<file path="config.mk">
export PLATFORM = sky130hd
export DESIGN_NAME = stepper_phase_sequencer_top
export DESIGN_NICKNAME = d
export VERILOG_FILES = /design/src/sps_pkg.sv /design/src/sps_div.sv /design/src/sps_seq.sv /design/src/stepper_phase_sequencer_top.sv
export SDC_FILE = /design/constraint.sdc
export NUM_CORES = 1
export LEC_CHECK = 0
export BUFFER_PORTS_ARGS = -buffer_cell sky130_fd_sc_hd__buf_4
export CORE_MARGIN = 4
export CORE_UTILIZATION = 47
export CTS_BUF_LIST = sky130_fd_sc_hd__clkbuf_4 sky130_fd_sc_hd__clkbuf_8
export CTS_CLUSTER_DIAMETER = 100
export DETAILED_ROUTE_END_ITERATION = 16
export PLACE_DENSITY = 0.75
export SLEW_MARGIN = 20
export SYNTH_ARGS = -nofsm -noshare
export SYNTH_HDL_FRONTEND = slang
export SYNTH_SLANG_ARGS = --single-unit
</file>
<file path="constraint.sdc">
create_clock -name clk -period 3.1 [get_ports clk]
set_input_delay 0.465 -clock clk [delete_from_list [all_inputs] [get_ports clk]]
set_output_delay 0.465 -clock clk [all_outputs]
set_load 0.005 [all_outputs]
</file>
<file path="src/sps_pkg.sv">
// ----------------------------------------------------------------------------
// sps_pkg: shared types and constants of the stepper phase sequencer
// Field widths, command codes, run states, the controller state type and
// the coil pattern lookup used by the sequencer.
// ----------------------------------------------------------------------------
`timescale 1ns / 1ps
`default_nettype none

package sps_pkg;

  // Tick rate and phase ring.
  localparam int TICKS_PER_SECOND = 1000;
  localparam int PHASE_COUNT      = 8;
  localparam int PHASE_W          = $clog2(PHASE_COUNT);

  // Field widths.
  localparam int OP_W     = 3;
  localparam int MODE_W   = 2;
  localparam int COUNT_W  = 15;
  localparam int SPEED_W  = 10;
  localparam int PERIOD_W = 10;
  localparam int MS_W     = 10;
  localparam int COIL_W   = 4;
  localparam int TABLE_W  = PHASE_COUNT * COIL_W;
  localparam int CFG_IDX_W = 1;

  // Limits and reset values.
  localparam int SPEED_MAX    = 1000;
  localparam int PERIOD_MAX   = 1023;
  localparam int PERIOD_RESET = 1000;
  localparam logic [TABLE_W-1:0] PHASE_TABLE_RESET = 32'h98C4_6231;
  localparam logic [COIL_W-1:0]  OFF_PATTERN_RESET = '0;

  // Serial divider sizing: the dividend is the tick rate.
  localparam int TPS_W    = $clog2(TICKS_PER_SECOND + 1);
  localparam int QUO_W    = (TPS_W > PERIOD_W) ? TPS_W : PERIOD_W;
  localparam int DIV_CNT_W = $clog2(QUO_W);
  localparam logic [QUO_W-1:0] TPS_VEC = QUO_W'(TICKS_PER_SECOND);

  // Command codes.
  typedef enum logic [OP_W-1:0] {
    OP_TICK         = 3'd0,
    OP_SET_MODE     = 3'd1,
    OP_TURN_COUNTED = 3'd2,
    OP_TURN_ENDLESS = 3'd3,
    OP_STOP         = 3'd4,
    OP_CONTINUE     = 3'd5
  } op_t;

  // Step modes; UNSET does not advance the phase.
  typedef enum logic [MODE_W-1:0] {
    MODE_WAVE  = 2'd0,
    MODE_FULL  = 2'd1,
    MODE_HALF  = 2'd2,
    MODE_UNSET = 2'd3
  } mode_t;

  // Stop selector.
  localparam logic [MODE_W-1:0] STOP_FREE = 2'd0;

  typedef enum logic [1:0] {
    RUN_FREE    = 2'd0,
    RUN_TORQUE  = 2'd1,
    RUN_TURNING = 2'd2
  } run_t;

  // Configuration register indexes.
  typedef enum logic [CFG_IDX_W-1:0] {
    CFG_PHASE_TABLE = 1'b0,
    CFG_OFF_PATTERN = 1'b1
  } cfg_idx_t;

  // Controller states.
  typedef enum logic [1:0] {
    ST_IDLE = 2'd0,
    ST_DIV  = 2'd1,
    ST_EMIT = 2'd2
  } ctrl_state_t;

  // Command transaction payload.
  typedef struct packed {
    logic [OP_W-1:0]    op;
    logic [MODE_W-1:0]  mode_value;
    logic [COUNT_W-1:0] step_count;
    logic [SPEED_W-1:0] speed;
    logic               direction;
  } cmd_t;

  // Result transaction payload.
  typedef struct packed {
    logic [COIL_W-1:0] coils;
    logic              coils_updated;
    logic              moving;
  } res_t;

  // Divider request and response.
  typedef struct packed {
    logic               start;
    logic [SPEED_W-1:0] speed;
  } div_req_t;

  typedef struct packed {
    logic                done;
    logic [PERIOD_W-1:0] period;
  } div_rsp_t;

  // Coil pattern of one phase out of the packed table.
  function automatic logic [COIL_W-1:0] pattern_of(input logic [TABLE_W-1:0] tbl,
                                                   input logic [PHASE_W-1:0] idx);
    pattern_of = tbl[{idx, 2'b00} +: COIL_W];
  endfunction

endpackage

`default_nettype wire

</file>
<file path="src/sps_div.sv">
// ----------------------------------------------------------------------------
// sps_div: serial step period divider
// Restoring division of the tick rate by the clamped speed, one quotient
// bit per cycle, with the quotient saturated to the period range.
// ----------------------------------------------------------------------------
`timescale 1ns / 1ps
`default_nettype none

module sps_div
  import sps_pkg::*;
(
  input  wire logic     clk,
  input  wire logic     rst,
  input  wire div_req_t req,
  output div_rsp_t      rsp
);

  logic                 active;
  logic                 done;
  logic [DIV_CNT_W-1:0] cnt;
  logic [SPEED_W-1:0]   rem;
  logic [QUO_W-1:0]     quo;
  logic [SPEED_W-1:0]   dvs;
  logic [SPEED_W-1:0]   speed_clamped;
  logic [SPEED_W:0]     rem_shift;
  logic [SPEED_W:0]     rem_diff;
  logic                 fits;

  // Speed is limited to one step per second up to the maximum rate.
  always_comb begin
    if (req.speed == '0) begin
      speed_clamped = SPEED_W'(1);
    end else if (req.speed > SPEED_W'(SPEED_MAX)) begin
      speed_clamped = SPEED_W'(SPEED_MAX);
    end else begin
      speed_clamped = req.speed;
    end
  end

  // One restoring step: bring down the next dividend bit and try to subtract.
  always_comb begin
    rem_shift = {rem, TPS_VEC[QUO_W - 1 - int'(cnt)]};
    rem_diff  = rem_shift - {1'b0, dvs};
    fits      = (rem_shift >= {1'b0, dvs});
  end

  // Iteration registers.
  always_ff @(posedge clk) begin
    if (rst) begin
      active <= 1'b0;
      done   <= 1'b0;
      cnt    <= '0;
    end else begin
      done <= 1'b0;
      if (req.start) begin
        active <= 1'b1;
        cnt    <= '0;
      end else if (active) begin
        if (cnt == DIV_CNT_W'(QUO_W - 1)) begin
          active <= 1'b0;
          done   <= 1'b1;
        end else begin
          cnt <= cnt + 1'b1;
        end
      end
    end
  end

  // Remainder and quotient.
  always_ff @(posedge clk) begin
    if (req.start) begin
      rem <= '0;
      quo <= '0;
      dvs <= speed_clamped;
    end else if (active) begin
      rem <= fits ? rem_diff[SPEED_W-1:0] : rem_shift[SPEED_W-1:0];
      quo <= {quo[QUO_W-2:0], fits};
    end
  end

  // Saturated period.
  always_comb begin
    rsp.done = done;
    if (quo > QUO_W'(PERIOD_MAX)) begin
      rsp.period = PERIOD_W'(PERIOD_MAX);
    end else begin
      rsp.period = quo[PERIOD_W-1:0];
    end
  end

endmodule

`default_nettype wire

</file>
<file path="src/sps_seq.sv">
// ----------------------------------------------------------------------------
// sps_seq: command sequencer and motor state
// Holds the motor state and the configuration registers, applies one
// command transaction at a time and drives the period divider.
// ----------------------------------------------------------------------------
`timescale 1ns / 1ps
`default_nettype none

module sps_seq
  import sps_pkg::*;
(
  input  wire logic                 clk,
  input  wire logic                 rst,
  input  wire logic                 cmd_valid,
  output logic                      cmd_stall,
  input  wire cmd_t                 cmd,
  input  wire logic                 out_free,
  output logic                      res_load,
  output res_t                      res_data,
  input  wire logic                 cfg_valid,
  input  wire logic [CFG_IDX_W-1:0] cfg_index,
  input  wire logic [TABLE_W-1:0]   cfg_data,
  output div_req_t                  div_req,
  input  wire div_rsp_t             div_rsp
);

  ctrl_state_t         state, state_next;
  mode_t               mode_reg, mode_reg_next;
  logic [PHASE_W-1:0]  phase_index, phase_index_next;
  run_t                run_state, run_state_next;
  logic                dir_reg, dir_reg_next;
  logic [COUNT_W-1:0]  steps_left, steps_left_next;
  logic                endless, endless_next;
  logic [PERIOD_W-1:0] step_period, step_period_next;
  logic [MS_W-1:0]     ms_count, ms_count_next;
  logic [COIL_W-1:0]   coil_reg, coil_reg_next;
  logic [TABLE_W-1:0]  phase_table;
  logic [COIL_W-1:0]   off_pattern;

  // Pending turn command while the divider runs.
  logic                pend_endless;
  logic [COUNT_W-1:0]  pend_count;
  logic                pend_dir;

  logic                accept;
  logic                is_turn;
  logic                updated;
  logic [MS_W-1:0]     ms_base;
  logic [PHASE_W-1:0]  delta;

  assign cmd_stall = (state != ST_IDLE) || !out_free;
  assign accept    = cmd_valid && !cmd_stall;
  assign is_turn   = (op_t'(cmd.op) == OP_TURN_COUNTED) || (op_t'(cmd.op) == OP_TURN_ENDLESS);

  // Phase increment of the current step mode.
  always_comb begin
    case (mode_reg)
      MODE_WAVE: delta = PHASE_W'(2);
      MODE_FULL: delta = PHASE_W'(2);
      MODE_HALF: delta = PHASE_W'(1);
      default:   delta = '0;
    endcase
  end

  // Next state, motor state update and result.
  always_comb begin
    state_next       = state;
    mode_reg_next    = mode_reg;
    phase_index_next = phase_index;
    run_state_next   = run_state;
    dir_reg_next     = dir_reg;
    steps_left_next  = steps_left;
    endless_next     = endless;
    step_period_next = step_period;
    ms_count_next    = ms_count;
    coil_reg_next    = coil_reg;
    updated          = 1'b0;
    ms_base          = ms_count;
    res_load         = 1'b0;
    div_req.start    = 1'b0;
    div_req.speed    = cmd.speed;

    case (state)
      ST_IDLE: begin
        if (accept) begin
          if (is_turn) begin
            div_req.start = 1'b1;
            state_next    = ST_DIV;
          end else begin
            res_load = 1'b1;
            case (op_t'(cmd.op))
              OP_TICK: begin
                if (ms_count >= step_period) begin
                  ms_base = '0;
                  updated = 1'b1;
                  case (run_state)
                    RUN_FREE: begin
                      coil_reg_next = off_pattern;
                    end
                    RUN_TORQUE: begin
                      coil_reg_next = pattern_of(phase_table, phase_index);
                    end
                    default: begin
                      // A turn with nothing left holds the coils.
                      if (endless || (steps_left != '0)) begin
                        phase_index_next = dir_reg ? (phase_index - delta)
                                                   : (phase_index + delta);
                        coil_reg_next = pattern_of(phase_table, phase_index_next);
                        if (steps_left != '0) begin
                          steps_left_next = steps_left - 1'b1;
                        end
                      end
                    end
                  endcase
                end
                if (ms_base < MS_W'(PERIOD_MAX)) begin
                  ms_count_next = ms_base + 1'b1;
                end else begin
                  ms_count_next = ms_base;
                end
              end
              OP_SET_MODE: begin
                case (mode_t'(cmd.mode_value))
                  MODE_WAVE: begin
                    mode_reg_next    = MODE_WAVE;
                    phase_index_next = {phase_index[PHASE_W-1:1], 1'b0};
                  end
                  MODE_FULL: begin
                    mode_reg_next    = MODE_FULL;
                    phase_index_next = {phase_index[PHASE_W-1:1], 1'b1};
                  end
                  MODE_HALF: begin
                    mode_reg_next = MODE_HALF;
                  end
                  default: begin
                  end
                endcase
              end
              OP_STOP: begin
                run_state_next = (cmd.mode_value == STOP_FREE) ? RUN_FREE : RUN_TORQUE;
              end
              OP_CONTINUE: begin
                if (run_state != RUN_TURNING) begin
                  dir_reg_next   = cmd.direction;
                  run_state_next = RUN_TURNING;
                end
              end
              default: begin
              end
            endcase
          end
        end
      end
      ST_DIV: begin
        if (div_rsp.done) begin
          step_period_next = div_rsp.period;
          dir_reg_next     = pend_dir;
          run_state_next   = RUN_TURNING;
          endless_next     = pend_endless;
          if (!pend_endless) begin
            steps_left_next = pend_count;
          end
          state_next = ST_EMIT;
        end
      end
      ST_EMIT: begin
        if (out_free) begin
          res_load   = 1'b1;
          state_next = ST_IDLE;
        end
      end
      default: begin
        state_next = ST_IDLE;
      end
    endcase

    res_data.coils         = coil_reg_next;
    res_data.coils_updated = updated;
    res_data.moving        = (run_state_next == RUN_TURNING) &&
                             (endless_next || (steps_left_next != '0));
  end

  // Controller and motor state registers.
  always_ff @(posedge clk) begin
    if (rst) begin
      state       <= ST_IDLE;
      mode_reg    <= MODE_UNSET;
      phase_index <= '0;
      run_state   <= RUN_FREE;
      dir_reg     <= 1'b0;
      steps_left  <= '0;
      endless     <= 1'b0;
      step_period <= PERIOD_W'(PERIOD_RESET);
      ms_count    <= '0;
      coil_reg    <= '0;
    end else begin
      state       <= state_next;
      mode_reg    <= mode_reg_next;
      phase_index <= phase_index_next;
      run_state   <= run_state_next;
      dir_reg     <= dir_reg_next;
      steps_left  <= steps_left_next;
      endless     <= endless_next;
      step_period <= step_period_next;
      ms_count    <= ms_count_next;
      coil_reg    <= coil_reg_next;
    end
  end

  // Turn command held for the divider pass.
  always_ff @(posedge clk) begin
    if (accept && is_turn) begin
      pend_endless <= (op_t'(cmd.op) == OP_TURN_ENDLESS);
      pend_count   <= cmd.step_count;
      pend_dir     <= cmd.direction;
    end
  end

  // Configuration registers.
  always_ff @(posedge clk) begin
    if (rst) begin
      phase_table <= PHASE_TABLE_RESET;
      off_pattern <= OFF_PATTERN_RESET;
    end else if (cfg_valid) begin
      case (cfg_idx_t'(cfg_index))
        CFG_PHASE_TABLE: phase_table <= cfg_data;
        CFG_OFF_PATTERN: off_pattern <= cfg_data[COIL_W-1:0];
        default: begin
        end
      endcase
    end
  end

endmodule

`default_nettype wire

</file>
<file path="src/stepper_phase_sequencer_top.sv">
// Stepper phase sequencer for a four-coil unipolar motor.
// Command channel (cmd_valid, cmd_stall, cmd): each transaction is a 1 ms
// tick or a command (set mode, counted turn, endless turn, stop, continue).
// Result channel (res_valid, res_stall, res): exactly one result per
// command transaction, in order, carrying the coil pattern, whether this
// tick rewrote the coils and whether the motor is moving.
// Configuration channel (cfg_valid, cfg_ready, cfg_index, cfg_data) writes
// the phase table (index 0) and the off pattern (index 1); cfg_ready is
// always high and writes are expected only while the block is idle.
// Ticks, mode changes, stops, continues and unused codes give their result
// in the cycle after acceptance. Turn commands wait on the serial divider,
// which works out the step period at one quotient bit per cycle (ten bits
// at 1000 ticks per second), and then on the emit state.
// The block takes one short command per cycle while the receiver does not
// stall; a turn holds the command channel until its result is loaded.
// One transaction is in flight at a time; cmd_stall stays high while a turn
// is divided or emitted or while a result waits on a stalled receiver.
// A stalled result is held in the output register unchanged.
// Synchronous reset restores the register defaults and empties the output.
// ----------------------------------------------------------------------------
// stepper_phase_sequencer_top: top level of the stepper phase sequencer
// Joins the sequencer, the period divider and the result register.
// ----------------------------------------------------------------------------
`timescale 1ns / 1ps
`default_nettype none

module stepper_phase_sequencer_top
  import sps_pkg::*;
(
  input  wire logic                 clk,
  input  wire logic                 rst,
  input  wire logic                 cmd_valid,
  output logic                      cmd_stall,
  input  wire cmd_t                 cmd,
  output logic                      res_valid,
  input  wire logic                 res_stall,
  output res_t                      res,
  input  wire logic                 cfg_valid,
  output logic                      cfg_ready,
  input  wire logic [CFG_IDX_W-1:0] cfg_index,
  input  wire logic [TABLE_W-1:0]   cfg_data
);

  div_req_t div_req;
  div_rsp_t div_rsp;
  logic     out_free;
  logic     res_load;
  res_t     res_data;

  assign cfg_ready = 1'b1;
  assign out_free  = !res_valid || !res_stall;

  sps_div u_div (
    .clk (clk),
    .rst (rst),
    .req (div_req),
    .rsp (div_rsp)
  );

  sps_seq u_seq (
    .clk       (clk),
    .rst       (rst),
    .cmd_valid (cmd_valid),
    .cmd_stall (cmd_stall),
    .cmd       (cmd),
    .out_free  (out_free),
    .res_load  (res_load),
    .res_data  (res_data),
    .cfg_valid (cfg_valid && cfg_ready),
    .cfg_index (cfg_index),
    .cfg_data  (cfg_data),
    .div_req   (div_req),
    .div_rsp   (div_rsp)
  );

  // Result register: loaded when free, held while the receiver stalls.
  always_ff @(posedge clk) begin
    if (rst) begin
      res_valid <= 1'b0;
    end else if (res_load) begin
      res_valid <= 1'b1;
    end else if (!res_stall) begin
      res_valid <= 1'b0;
    end
  end

  always_ff @(posedge clk) begin
    if (res_load) begin
      res <= res_data;
    end
  end

endmodule

`default_nettype wire

</file>
==> out/qor.yml, run 1 <==
detailed_routing:
  drtAntennaViolNets: 0
  vias_per_cell: 5.64
  drc: 0
  wl_per_cell_um: 15.9
  first_pass_iters: 6
  num_vias: 6514
  wirelength_mm: 18.4
  drtIter0Drc: 572
timing:
  relSlewSlack_pct: 35.5
  fin_crit_sh_pct: 95.4
  whs_ps: 169
  drv_slew: 0
  skew_ps: 8.33
  fmax_mhz: 338
  tightest_slew_ps: 967
  setup_viol: 0
  hold_viol: 0
  rsz0062_at_grt: "no"
  min_period_ps: 2960
  finalSetupTns_ps: 0
floorplanning:
  io_pins: 78
  rows: 46
  initial_utilization_pct: 48.3
  die-area_um2: 18600
  die_y_um: 136
  die_w_um: 136
  coreArea_um2: 16000
grt:
  antenna_found_initial: 0
  grt_util_met3_pct: 5.26
  global_route.peak_usage_layer: "met2"
  grt_use_total_pct: 20.3
  grt_pass1_vias: 6149
  grt_overflow: 0
  grt_max_degree: 94
  use_met2_pct: 31.7
  met1_usage_pct: 27.1
  grt_pass1_wl_mm: 30.2
final_layout:
  top_regs: "u_seq.phase_table (32), u_seq.pend_count (15), u_seq.steps_left (15)"
  largest_reg_flops: 32
  drive_above_1_share_pct: 19.0
  area_delta_synth_final_pct: 16.2
  n_antenna_cell: 0
  nNetsFinal: 1022
  regMostFlops: "u_seq.phase_table"
  fin_util_pct: 56.1
logic_synthesis:
  netlist-cell-type-count: 83
  synthesis.nets: 953
  syn_area_um2: 7730
  synth_flop_cell: "dfxtp_1"
  async_reset_ff_share_pct: 0
  yosysWarnings: 0
  yosysSeqAreaShare_pct: 42.1
  synth_enable_flop_cells: 33
  avgSynthCellArea_um2: 9.03
  ys_ff_latch: 146
  netlist_instances: 856
clock_tree:
  clock_sinks: 146
  numCtsBuffers: 17
  clkLatencyLatePin_ps: 470
  cts_root_buffer: "clkbuf_8"
  clock_path_buffers: 2
  clk_pin_slew_ps: 80
  h-tree-depth: 4
  cts_hold_buf: 0
  cts_tree: "built"
placement:
  gp_congestion: 0.935
  io_buffer_count: 76
  dp_hpwl_mm: 12.9
hold_path:
  worstHoldStart: "cmd[21]"
  whs_path_depth: 1
  hold_end: "u_seq.pend_count[10]$_DFFE_PP_"
  hp-class: "in -> reg"
pwr:
  total_leakage_power_nw: 3.53
  pwr_density_cell_nw_per_um2: 507
  fin_total_pwr_w: 0.00455
  vdd_drop_max_v: 0.000367
setup_path:
  cp_max_fo: 6
  critPathKind: "reg -> reg"
  required_ps: 3310
  cp-end-kind: "flip-flop"
  r2r-start: "u_seq.ms_count[0]$_SDFFE_PP0P_"
  r2r_end: "res[0]$_DFFE_PP_"
  reg2reg_slack_ps: 140
  ff2ff_path_depth: 11
  critPathArrivalTime_ps: 3160
  start_kind: "flip-flop"
run:
  cap_violations: 0
run_status:
  status: "finished, final reports clean"
==> through the flow <==
step	setup slack, ps	std cells	instance area (um2)
2_1_floorplan	281	856	7730
3_3_place_gp	211	1120	8540
3_5_place_dp	114	1120	8540
4_1_cts	48.1	1152	8920
5_1_grt	25.2	1154	8980
6_report	143	1154	8980
==> synthesized netlist by cell type (all sizes together) (10+ instances only) <==
master	number	area (um2)
buf	13	77.6
inv	44	165
mux4	16	360
nand2	115	432
nor3	23	131
a211oi	11	82.6
nand3	21	110
ha	26	325
edfxtp	33	991
a21oi	71	363
nand4	12	81.3
nor4	10	90.1
nor2	82	318
mux2i	29	290
dfxtp	113	2260
nand3b	16	120
o21ai	32	164
clkbuf	37	140
nor2b	14	87.6
==> worst max-delay path by stage <==
stage | to | startpoint
final | res[0]$_DFFE_PP_ | u_seq.ms_count[0]$_SDFFE_PP0P_
after CTS | u_seq.ms_count[4]$_SDFFE_PP0P_ | u_seq.ms_count[0]$_SDFFE_PP0P_
after floorplan | u_seq.ms_count[4]$_SDFFE_PP0P_ | u_seq.ms_count[0]$_SDFFE_PP0P_
after detailed placement | u_seq.ms_count[4]$_SDFFE_PP0P_ | u_seq.ms_count[0]$_SDFFE_PP0P_
after global routing | res[0]$_DFFE_PP_ | u_seq.ms_count[0]$_SDFFE_PP0P_
after global placement | u_div.rem[1]$_SDFFE_PP0P_ | u_div.cnt[1]$_SDFFE_PP0P_
==> routing by layer <==
metal | wire (um) | part of all wire [%] | up-vias
li1 | - | - | 3224
met3 | 1120 | 6.1 | 34
met4 | 403 | 2.2 | 0
met1 | 8220 | 45 | 3042
met5 | 0 | 0 | -
met2 | 8610 | 47 | 214
==> logic make-up (layout without fill, tap and decap cells) <==
logic type / Yosys count / in the layout / share of synthesized area, %
compound gates: 195 / 196 / 16.9
xor+xnor: 14 / 14 / 1.59
flops: 146 / 146 / 42.1
mux: 45 / 45 / 8.42
buf+inv: 96 / 177 / 5.05
fa+ha+maj: 28 / 28 / 4.73
other cells: 1 / 1 / 0.0485
simple gates: 331 / 331 / 21.1
==> placed cells by master (no fill, tap or decap), types with 6 or more instances in the layout <==
| cell type | synthesis | layout |
|---|---|---|
| nand2_1 | 115 | 115 |
| dfxtp_1 | 113 | 113 |
| buf_4 | 2 | 97 |
| nor2_1 | 80 | 80 |
| a21oi_1 | 69 | 69 |
| inv_1 | 44 | 44 |
| edfxtp_1 | 33 | 33 |
| mux2i_1 | 29 | 29 |
| o21ai_0 | 27 | 26 |
| ha_1 | 26 | 26 |
| nor3_1 | 21 | 21 |
| nand3_1 | 20 | 20 |
| clkbuf_8 | 0 | 20 |
| mux4_2 | 16 | 16 |
| nand3b_1 | 16 | 16 |
| nor2b_1 | 14 | 13 |
| nand4_1 | 11 | 11 |
| nand2b_1 | 9 | 9 |
| a22oi_1 | 9 | 9 |
| xnor2_1 | 9 | 9 |
| a211oi_1 | 11 | 9 |
| a211o_1 | 9 | 9 |
| nor4_1 | 7 | 7 |
| or3_1 | 7 | 6 |
| o22ai_1 | 6 | 6 |
==> report_power, final <==
group	leakage [nW]	internal, W	switching [W]
clock network	0.205	0.000711	0.000759
registers	1.23	0.00206	0.0000942
logic	2.10	0.000445	0.000482
total	3.53	0.00322	0.00134
==> cell type report <==
cell class	instances	area, um2
Sequential cell	146	3250
Timing Repair Buffer	99	768
Fill cell	1476	7020
Tap cell	216	270
Multi-Input combinational cell	615	4130
Clock inverter	11	100
Inverter	46	173
Clock buffer	21	283
==> worst max-delay path, cell delays in order, from the launching register on <==
cell	delay [ps]
dfxtp_1	380
inv_1	90
ha_1	270
nand2b_1	120
a211oi_2	90
or3_4	430
buf_4	180
a2111oi_2	460
and2_1	240
a311oi_2	130
nor4_1	190
a31oi_1	110
==> timing repair <==
| action | 4_1_cts | 5_1_grt |
|---|---|---|
| resized for setup | 0 | 9 |
| endpoints found under the setup margin | 0 | 18 |
| setup buffers | 0 | 1 |
(Power assumes the default switching activity.)
==> run 2, diff against run 1 <==
RECOVER_POWER = 100   (was unset)
==> out/qor.yml, run 2 (same netlist as run 1, synthesis figures left out) <==
detailed_routing:
  first_pass_iters: 5
  drtIter0Drc: 546
  num_vias: 6492
  wirelength_mm: 18.3
  drc: 0
  vias_per_cell: 5.63
  drtAntennaViolNets: 0
  wl_per_cell_um: 15.8
timing:
  relSlewSlack_pct: 35.4
  rsz0062_at_grt: "no"
  finalSetupTns_ps: 0
  drv_slew: 0
  fmax_mhz: 345
  tightest_slew_ps: 969
  skew_ps: 7.97
  setup_viol: 0
  fin_crit_sh_pct: 93.5
  whs_ps: 195
  min_period_ps: 2900
  hold_viol: 0
run_status:
  status: "finished, final reports clean"
setup_path:
  critPathKind: "reg -> reg"
  start_kind: "flip-flop"
  cp_max_fo: 6
  cp-end-kind: "flip-flop"
  critPathArrivalTime_ps: 3110
  required_ps: 3310
final_layout:
  largest_reg_flops: 32
  num-fill-cells: 1498
  final_cells: 1154
  final_cell_mix: "nand2_1 (115), dfxtp_1 (113), nor2_1 (81)"
  register_area_um2: 3250
  fin_area_um2: 8890
  top_regs: "u_seq.phase_table (32), u_seq.pend_count (15), u_seq.steps_left (15)"
  mostFrequentLayoutCell: "nand2_1"
  nNetsFinal: 1022
  drive_above_1_share_pct: 17.2
  multi_input_area_um2: 4110
  regMostFlops: "u_seq.phase_table"
  area_delta_synth_final_pct: 15.1
  n_antenna_cell: 0
clock_tree:
  clk_pin_slew_ps: 80
  cts_hold_buf: 0
  clkLatencyLatePin_ps: 470
  clock_sinks: 146
  cts_root_buffer: "clkbuf_8"
  numCtsBuffers: 17
  h-tree-depth: 4
  cts_tree: "built"
  clock_path_buffers: 2
floorplanning:
  coreArea_um2: 16000
  die_y_um: 136
  initial_utilization_pct: 48.3
  die_w_um: 136
  rows: 46
  io_pins: 78
  die-area_um2: 18600
placement:
  gp_congestion: 0.935
  dp_hpwl_mm: 12.9
  postPlaceCellArea_um2: 8540
  placedCellCount: 1120
  io_buffer_count: 76
hold_path:
  hp-class: "in -> reg"
grt:
  grt_pass1_vias: 6149
  grt_overflow: 0
  grt_max_degree: 94
  grt_use_total_pct: 20.3
  grt_pass1_wl_mm: 30.2
  antenna_found_initial: 0
pwr:
  total_leakage_power_nw: 3.46
  vdd_drop_max_v: 0.000366
  pwr_density_cell_nw_per_um2: 511
run:
  cap_violations: 0
## run 2: cell count changes in the layout (fill, tap and decap cells not counted), moves of 2 or more
cell      delta
a21oi_2      -2
and2_1       -4
and2_0       +4
buf_4       -37
a21oi_1      +2
clkbuf_1    +13
clkbuf_4    +24
## run 2: per-layer routing
layer	GRT usage (%)	part of all wire [%]	wire (um)	vias to the layer above
met5	0	0	0	-
met4	7.78	2.2	410	0
met1	27.1	44	8090	3026
met3	5.26	6.4	1170	32
met2	31.7	47	8600	205
li1	-	-	-	3229
## run 2: worst max-delay path, stage by stage, from the launching register on
cell and delay (ps):
dfxtp_1 380, inv_1 90, ha_1 270, nand2b_1 110, a211oi_2 80, or3_4 430
buf_4 180, a2111oi_2 450, and2_1 240, a311oi_2 130, nor4_1 190, a31oi_1 100
## run 2: path summary, 6_finish.rpt
kind	depth (start not counted)	slack [ps]	start	to
worst max-delay path	11	200	u_seq.ms_count[0]$_SDFFE_PP0P_	res[0]$_DFFE_PP_
worst min-delay path	1	200	cmd[18]	u_seq.pend_count[7]$_DFFE_PP_
worst max register to register	11	200	u_seq.ms_count[0]$_SDFFE_PP0P_	res[0]$_DFFE_PP_
worst min register to register	2	460	u_seq.step_period[2]$_SDFFE_PP0P_	u_seq.step_period[2]$_SDFFE_PP0P_
## run 2: report_power, final
| part | internal [W] | switching [W] |
|---|---|---|
| clock network | 0.000711 | 0.000760 |
| logic | 0.000435 | 0.000479 |
| registers | 0.00206 | 0.0000940 |
## run 2: metrics by stage
step | power [W] | setup WS [ps] | utilization [%]
after floorplan | 0.00282 | 281 | -
after global placement | 0.00310 | 211 | 53.4
after detailed placement | 0.00311 | 114 | 53.4
after CTS | 0.00457 | 48.1 | 55.8
after global routing | 0.00478 | 17.2 | 55.6
final | 0.00454 | 202 | 55.6
## run 2: repair_timing
action                     4_1_cts  5_1_grt
setup endpoints to repair        0       18
setup buffers                    0        1
resized for setup                0        9
## run 2: area by class of cell
cell class | count | share of cell area (%)
timing repair buffer | 99 | 7.92
clock buffer | 21 | 3.18
multi-input combinational | 615 | 46.2
inverter | 46 | 1.94
clock inverter | 11 | 1.13
tap | 216 | 3.04
sequential | 146 | 36.6
